File: config.mk
export PLATFORM = sky130hd
export DESIGN_NAME = fully_associative_lru_cache_unit
export DESIGN_NICKNAME = d
export VERILOG_FILES = /design/src/sv/falc_pkg.sv /design/src/sv/fully_associative_lru_cache_unit.sv
export SDC_FILE = /design/constraint.sdc
export NUM_CORES = 2
export LEC_CHECK = 0
export BUFFER_PORTS_ARGS = -buffer_cell sky130_fd_sc_hd__buf_2
export CORE_MARGIN = 4
export CORE_UTILIZATION = 45
export DETAILED_ROUTE_END_ITERATION = 12
export PLACE_DENSITY = 0.68
export REMOVE_ABC_BUFFERS = 1
export SLEW_MARGIN = 10
export SYNTH_ARGS = -nofsm -noshare
export SYNTH_HDL_FRONTEND = slang
export SYNTH_SLANG_ARGS = --single-unit
File: constraint.sdc
create_clock -name clk -period 40.4 [get_ports clk]
set_input_delay 6.06 -clock clk [delete_from_list [all_inputs] [get_ports clk]]
set_output_delay 6.06 -clock clk [all_outputs]
set_load 0.01 [all_outputs]
File: src/sv/falc_pkg.sv
package falc_pkg;

  localparam int KEY_W      = 64;
  localparam int PAY_W      = 32;
  localparam int LEN_W      = 17;
  localparam int STAMP_W    = 31;
  localparam int SLOT_W     = 4;
  localparam int IN_DATA_W  = 144;
  localparam int IN_USER_W  = 1;
  localparam int OUT_DATA_W = 56;

  localparam logic OP_LOOKUP = 1'b0;
  localparam logic OP_INSERT = 1'b1;

  typedef enum logic [1:0] {
    ST_IDLE,
    ST_SCAN,
    ST_DONE
  } state_t;

  typedef struct packed {
    logic [STAMP_W-1:0] stamp;
    logic [LEN_W-1:0]   length;
    logic [PAY_W-1:0]   payload;
    logic [KEY_W-1:0]   key;
  } entry_t;

endpackage

File: src/sv/fully_associative_lru_cache_unit.sv
// Fully associative LRU cache. Each transaction on the input stream is a lookup
// or an insert (in_tuser) and yields exactly one result transaction. Entries
// live in a single-port synchronous memory that is scanned one entry per cycle;
// valid bits are flip-flops cleared by reset. A lookup that hits entry i, or an
// insert into free entry i, ends its scan at entry i; a miss, or an insert that
// evicts, scans all ENTRIES entries. The result is registered for out_tvalid once
// any earlier result has been taken, and the next request is accepted after that.
// One transaction is in flight at a time; the result register lets the next
// request start while a result waits on out_tready.
module fully_associative_lru_cache_unit
  import falc_pkg::*;
#(
  parameter int ENTRIES = 10
) (
  input  logic                  clk,
  input  logic                  rst_n,
  input  logic                  in_tvalid,
  output logic                  in_tready,
  // [63:0] key, [95:64] payload, [112:96] payload_length, [143:113] stamp
  input  logic [IN_DATA_W-1:0]  in_tdata,
  // [0] opcode
  input  logic [IN_USER_W-1:0]  in_tuser,
  output logic                  out_tvalid,
  input  logic                  out_tready,
  // [0] hit, [4:1] slot, [36:5] found_payload, [53:37] found_length,
  // [54] evicted, [55] zero
  output logic [OUT_DATA_W-1:0] out_tdata
);

  localparam int IDX_W = $clog2(ENTRIES);
  localparam logic [IDX_W-1:0] LAST_IDX = IDX_W'(ENTRIES - 1);

  state_t state_r, state_nxt;

  entry_t             mem [ENTRIES];
  entry_t             rd_data_r;
  entry_t             req_r;
  entry_t             wr_data;
  logic               req_op_r;
  logic [ENTRIES-1:0] valid_r;
  logic [IDX_W-1:0]   idx_r;
  logic [IDX_W-1:0]   rd_addr;
  logic               rd_en;
  logic [STAMP_W-1:0] best_r;
  logic [IDX_W-1:0]   best_idx_r;

  logic               res_hit_r, res_evict_r, res_write_r;
  logic [IDX_W-1:0]   res_idx_r;
  logic [PAY_W-1:0]   res_pay_r;
  logic [LEN_W-1:0]   res_len_r;

  logic               res_hit, res_evict, res_write;
  logic [IDX_W-1:0]   res_idx;
  logic [PAY_W-1:0]   res_pay;
  logic [LEN_W-1:0]   res_len;

  logic               out_valid_r;
  logic [OUT_DATA_W-1:0] out_data_r;

  logic in_fire, match, is_last, older, cur_valid, scan_done, done_ok, done_fire;
  logic [IDX_W+SLOT_W-1:0] slot_ext;

  assign in_fire   = in_tvalid && in_tready;
  assign cur_valid = valid_r[idx_r];
  assign match     = cur_valid && (rd_data_r.key == req_r.key);
  assign is_last   = (idx_r == LAST_IDX);
  assign older     = (idx_r == '0) || (rd_data_r.stamp < best_r);
  assign done_ok   = !out_valid_r || out_tready;
  assign slot_ext  = {{SLOT_W{1'b0}}, res_idx_r};

  // next state
  always_comb begin
    state_nxt = state_r;
    case (state_r)
      ST_IDLE: if (in_tvalid) state_nxt = ST_SCAN;
      ST_SCAN: if (scan_done) state_nxt = ST_DONE;
      ST_DONE: if (done_ok)   state_nxt = ST_IDLE;
      default: state_nxt = ST_IDLE;
    endcase
  end

  // outputs and scan decisions
  always_comb begin
    in_tready = 1'b0;
    rd_en     = 1'b0;
    rd_addr   = '0;
    scan_done = 1'b0;
    done_fire = 1'b0;
    res_hit   = 1'b0;
    res_evict = 1'b0;
    res_write = 1'b0;
    res_idx   = '0;
    res_pay   = '0;
    res_len   = '0;
    case (state_r)
      ST_IDLE: begin
        in_tready = 1'b1;
        rd_en     = in_tvalid;
      end
      ST_SCAN: begin
        rd_en   = !is_last;
        rd_addr = idx_r + IDX_W'(1);
        if (req_op_r == OP_LOOKUP) begin
          scan_done = match || is_last;
          res_hit   = match;
          res_write = match;
          res_idx   = match ? idx_r : '0;
          res_pay   = match ? rd_data_r.payload : '0;
          res_len   = match ? rd_data_r.length : '0;
        end else begin
          scan_done = !cur_valid || is_last;
          res_write = 1'b1;
          res_evict = cur_valid;
          res_idx   = (!cur_valid || older) ? idx_r : best_idx_r;
        end
      end
      ST_DONE: begin
        done_fire = done_ok;
      end
      default: ;
    endcase
  end

  assign wr_data.key     = req_r.key;
  assign wr_data.stamp   = req_r.stamp;
  assign wr_data.payload = (req_op_r == OP_INSERT) ? req_r.payload : res_pay_r;
  assign wr_data.length  = (req_op_r == OP_INSERT) ? req_r.length : res_len_r;

  always_ff @(posedge clk) begin
    if (rd_en) begin
      rd_data_r <= mem[rd_addr];
    end
    if (done_fire && res_write_r) begin
      mem[res_idx_r] <= wr_data;
    end
  end

  always_ff @(posedge clk) begin
    if (!rst_n) begin
      state_r     <= ST_IDLE;
      valid_r     <= '0;
      out_valid_r <= 1'b0;
    end else begin
      state_r <= state_nxt;
      if (done_fire && res_write_r) begin
        valid_r[res_idx_r] <= 1'b1;
      end
      if (done_fire) begin
        out_valid_r <= 1'b1;
      end else if (out_tready) begin
        out_valid_r <= 1'b0;
      end
    end
  end

  always_ff @(posedge clk) begin
    if (in_fire) begin
      req_r    <= entry_t'(in_tdata);
      req_op_r <= in_tuser[0];
      idx_r    <= '0;
    end else if (state_r == ST_SCAN) begin
      if (!is_last) begin
        idx_r <= idx_r + IDX_W'(1);
      end
      if (cur_valid && older) begin
        best_r     <= rd_data_r.stamp;
        best_idx_r <= idx_r;
      end
      if (scan_done) begin
        res_hit_r   <= res_hit;
        res_evict_r <= res_evict;
        res_write_r <= res_write;
        res_idx_r   <= res_idx;
        res_pay_r   <= res_pay;
        res_len_r   <= res_len;
      end
    end
    if (done_fire) begin
      out_data_r <= {1'b0, res_evict_r, res_len_r, res_pay_r,
                     slot_ext[SLOT_W-1:0], res_hit_r};
    end
  end

  assign out_tvalid = out_valid_r;
  assign out_tdata  = out_data_r;

  a_evict_all_valid: assert property (@(posedge clk) disable iff (!rst_n)
    (state_r == ST_DONE && res_evict_r) |-> (&valid_r))
    else $error("eviction chosen while a free entry exists");

  a_hit_entry_valid: assert property (@(posedge clk) disable iff (!rst_n)
    (state_r == ST_DONE && res_hit_r) |-> valid_r[res_idx_r])
    else $error("hit reported on an invalid entry");

  a_hit_not_evict: assert property (@(posedge clk) disable iff (!rst_n)
    (state_r == ST_DONE) |-> !(res_hit_r && res_evict_r))
    else $error("hit and evict both set");

  a_done_produces_result: assert property (@(posedge clk) disable iff (!rst_n)
    (state_r == ST_DONE && done_ok) |=> (out_tvalid && state_r == ST_IDLE))
    else $error("completed transaction did not produce a result");

endmodule

==> impl_metrics.yaml <==
floorplan:
  core_sq_mm: 0.156
  dieHeight_um: 405
  ios: 207
  die_area_sq_mm: 0.164
  die_w_um: 405
  num_rows: 145
  initial_core_util_pct: 45.4
synthesis:
  synth_cell_types: 49
  ys_seq_area_share_pct: 79.9
  syn_area_per_cell_sq_um: 18.5
  yosysTopAreaCell: "edfxtp_1"
  post-synth-top-count-cell: "edfxtp_1"
  synth_edf_count: 1875
  synth_area_leaders: "edfxtp_1 79%, mux4_2 4.6%, o221ai_1 1.8%, nand2_1 1.7%, o211ai_1 1.6%"
  syn_area_sq_mm: 0.0709
  yosysTopAreaCellShare_pct: 79.4
  yosys_warnings: 0
  synthCells: 3835
  synth_common_cells: "1875 x edfxtp_1, 314 x nand2_1, 171 x clkbuf_1"
  synthArstFlopShare_pct: 0
  synth_flop_cell: "edfxtp_1"
  synth-seq-cells: 1892
sta:
  rsz0062_at_grt: "no"
  fin_skew_ns: 0.0302
  worst_slack_ns: 31.18
  hold_viol: 0
  fin_crit_ns: 9.22
  setup_viol: 0
  slew_violations: 0
  max_slew_margin_pct: 24.7
  tns_ns: 0
  tightest_slew_ns: 1.13
  fmax_mhz: 108
  fin_crit_sh_pct: 22.8
flow_run:
  max-cap-violations: 0
placement:
  gp_congestion: 0.742
  place_ws_ns: 30.28
  port_buffers: 205
  dp.cells: 5903
  dp_hpwl_um: 80900
setup_path:
  crit_required_ns: 40.81
  crit_path_end: "mem[3][84]$_DFFE_PP_"
  worstPathMaxFanout: 54
  cp.arrival_ns: 9.63
  cp-end-kind: "flip-flop"
  timing.rr.start: "idx_r[1]$_SDFFE_PP0P_"
  worstRegToRegCells: 9
  rrSetupSlack_ns: 34.77
  startpoint: "out_tready"
  rr_endpoint: "rd_data_r[122]$_DFFE_PP_"
  crit_type: "in2reg"
  startpoint_type: "input pin"
grt:
  first_global_vias: 36800
  grt_max_degree: 174
  antenna_found_initial: 9
  gr-total-overflow: 0
  track_usage_pct: 18.9
  grt_pass1_wl_um: 235000
clock_network:
  cts_root_buf: "clkbuf_16"
  clk_pin_slew_ns: 0.06
  cts_tree: "built"
  ctsHtreeMaxLevel: 4
  clock-sinks: 1892
  cts_buffer_depth: 3
  cts_resized: 0
  numCtsBuffers: 188
  postCtsSetupRepairBufs: 0
  hold_buffers: 0
  clk-insertion-delay-late_ns: 0.81
power:
  power_density_mw_per_mm2: 52.5
  ir_drop_uv: 40.2
  sw_frac_of_total_pct: 22.4
  intPower_mw: 3.27
  pwr-share-seq_pct: 53.5
  pwr-share-comb_pct: 6.2
  pwr-share-clk_pct: 40.2
  p_switching_uw: 943
  power_leakage_nw: 25.2
route:
  drtIter0Drc: 3786
  vias_per_cell: 5.83
  routed.top_layer: "met5"
  wl_per_cell_um: 25.1
  via_count: 36400
  drc: 0
  drtAntennaViolNets: 0
  routed_wirelength_um: 157000
  routed-wl-met2_um: 76400
  wl_met3_um: 11900
  wl_met1_um: 65900
  first_pass_iters: 5
min_path:
  hp-class: "reg2reg"
run_status:
  status: "finished clean"
layout:
  fin_nets: 4217
  final_cells: 6247
  drive_gt1_share_pct: 17.8
  syn2layout_area_growth_pct: 13.0
  fin_util_pct: 51.3
[metrics by stage]
step                      hold slack (ns)  instance area [sq um]  power, mW
after floorplan                     0.400                  69800       2.46
after global placement              0.407                  74200       2.55
after detailed placement            0.425                  74200       2.56
after CTS                           0.437                  80200       4.25
after global routing                0.443                  80200       4.35
final                               0.439                  80200       4.21
[layout by cell type, fill, tap and decap left out, drive strengths merged, types with 2 or more instances in the layout]
cell type / instances
buf: 263
o211ai: 148
o221ai: 144
nor2: 22
nor2b: 4
a31oi: 144
nor3: 4
mux2i: 2
and2: 51
a221oi: 2
inv: 45
or3: 145
edfxtp: 1875
nor4: 5
o21ai: 11
nand2b: 6
bufinv: 16
and4: 2
a21oi: 161
a22oi: 2
o21a: 10
xnor2: 65
diode: 2
clkinv: 82
nand3: 6
a211oi: 145
ha: 33
clkinvlp: 4
xor2: 2
nand2: 315
nand4: 18
mux2: 50
dfxtp: 17
clkbuf: 232
mux4: 146
[final cells by class]
class                   count  area (sq um)
diodes                      2          5.00
clock buffers             232          4870
well taps                2058          2570
flip-flops and latches   1892         56600
clock inverters           110          1130
multi-input cells        1653         13200
fillers                 12300         76200
inverters                  37           146
repair buffers            263          1570
[state kept, by name (all words and copies together), names as in the netlist]
register	count
mem	1440
rd_data_r	144
req_r	144
out_tdata	55
res_pay_r	32
best_r	31
res_len_r	17
valid_r	10
best_idx_r	4
idx_r	4
res_idx_r	4
state_r	2
out_tvalid	1
req_op_r	1
res_evict_r	1
res_hit_r	1
res_write_r	1
[power groups by stage]
stage | registers (mW) | clock network (mW) | logic, mW
after floorplan | 2.29 | 0 | 0.176
after global placement | 2.29 | 0 | 0.262
after detailed placement | 2.30 | 0 | 0.266
after CTS | 2.25 | 1.73 | 0.267
after global routing | 2.26 | 1.81 | 0.287
final | 2.25 | 1.69 | 0.263
[how the worst min path moves through the flow]
stage,start,endpoint,cells after the start
3_5_place_dp,res_hit_r$_SDFFCE_PP0P_,out_tdata[0]$_DFFE_PP_,0
4_1_cts,res_hit_r$_SDFFCE_PP0P_,out_tdata[0]$_DFFE_PP_,0
3_3_place_gp,res_hit_r$_SDFFCE_PP0P_,out_tdata[0]$_DFFE_PP_,0
5_1_grt,res_hit_r$_SDFFCE_PP0P_,out_tdata[0]$_DFFE_PP_,0
6_report,res_hit_r$_SDFFCE_PP0P_,out_tdata[0]$_DFFE_PP_,0
2_1_floorplan,res_hit_r$_SDFFCE_PP0P_,out_tdata[0]$_DFFE_PP_,0
[worst max-delay path: stages]
cell and delay (ns):
buf_2 0.08, nand2b_1 0.19, nor2b_4 0.24, nand2_1 0.11
or3_1 0.48, nor2_4 0.15, buf_4 0.62, buf_4 0.74
buf_4 0.85
[metal layers]
layer / track usage, % / vias up
met2: 31.2 / 1396
met5: 0 / -
met3: 3.34 / 203
li1: - / 16000
met1: 26.7 / 18800
met4: 3.91 / 4
[kinds of logic (layout without fill, tap and decap cells)]
| kind of cell | count (synthesis) | after routing | synth area share (%) |
|---|---|---|---|
| flops | 1892 | 1892 | 79.9 |
| compound gates | 771 | 771 | 7.57 |
| simple gates | 583 | 583 | 3.97 |
| buf+inv | 290 | 642 | 1.72 |
| mux | 198 | 198 | 5.46 |
| xor+xnor | 67 | 67 | 0.827 |
| fa+ha+maj | 33 | 33 | 0.582 |
| other cells | 1 | 3 | 0.00529 |
Note: power is estimated with default switching activity, not from simulation.
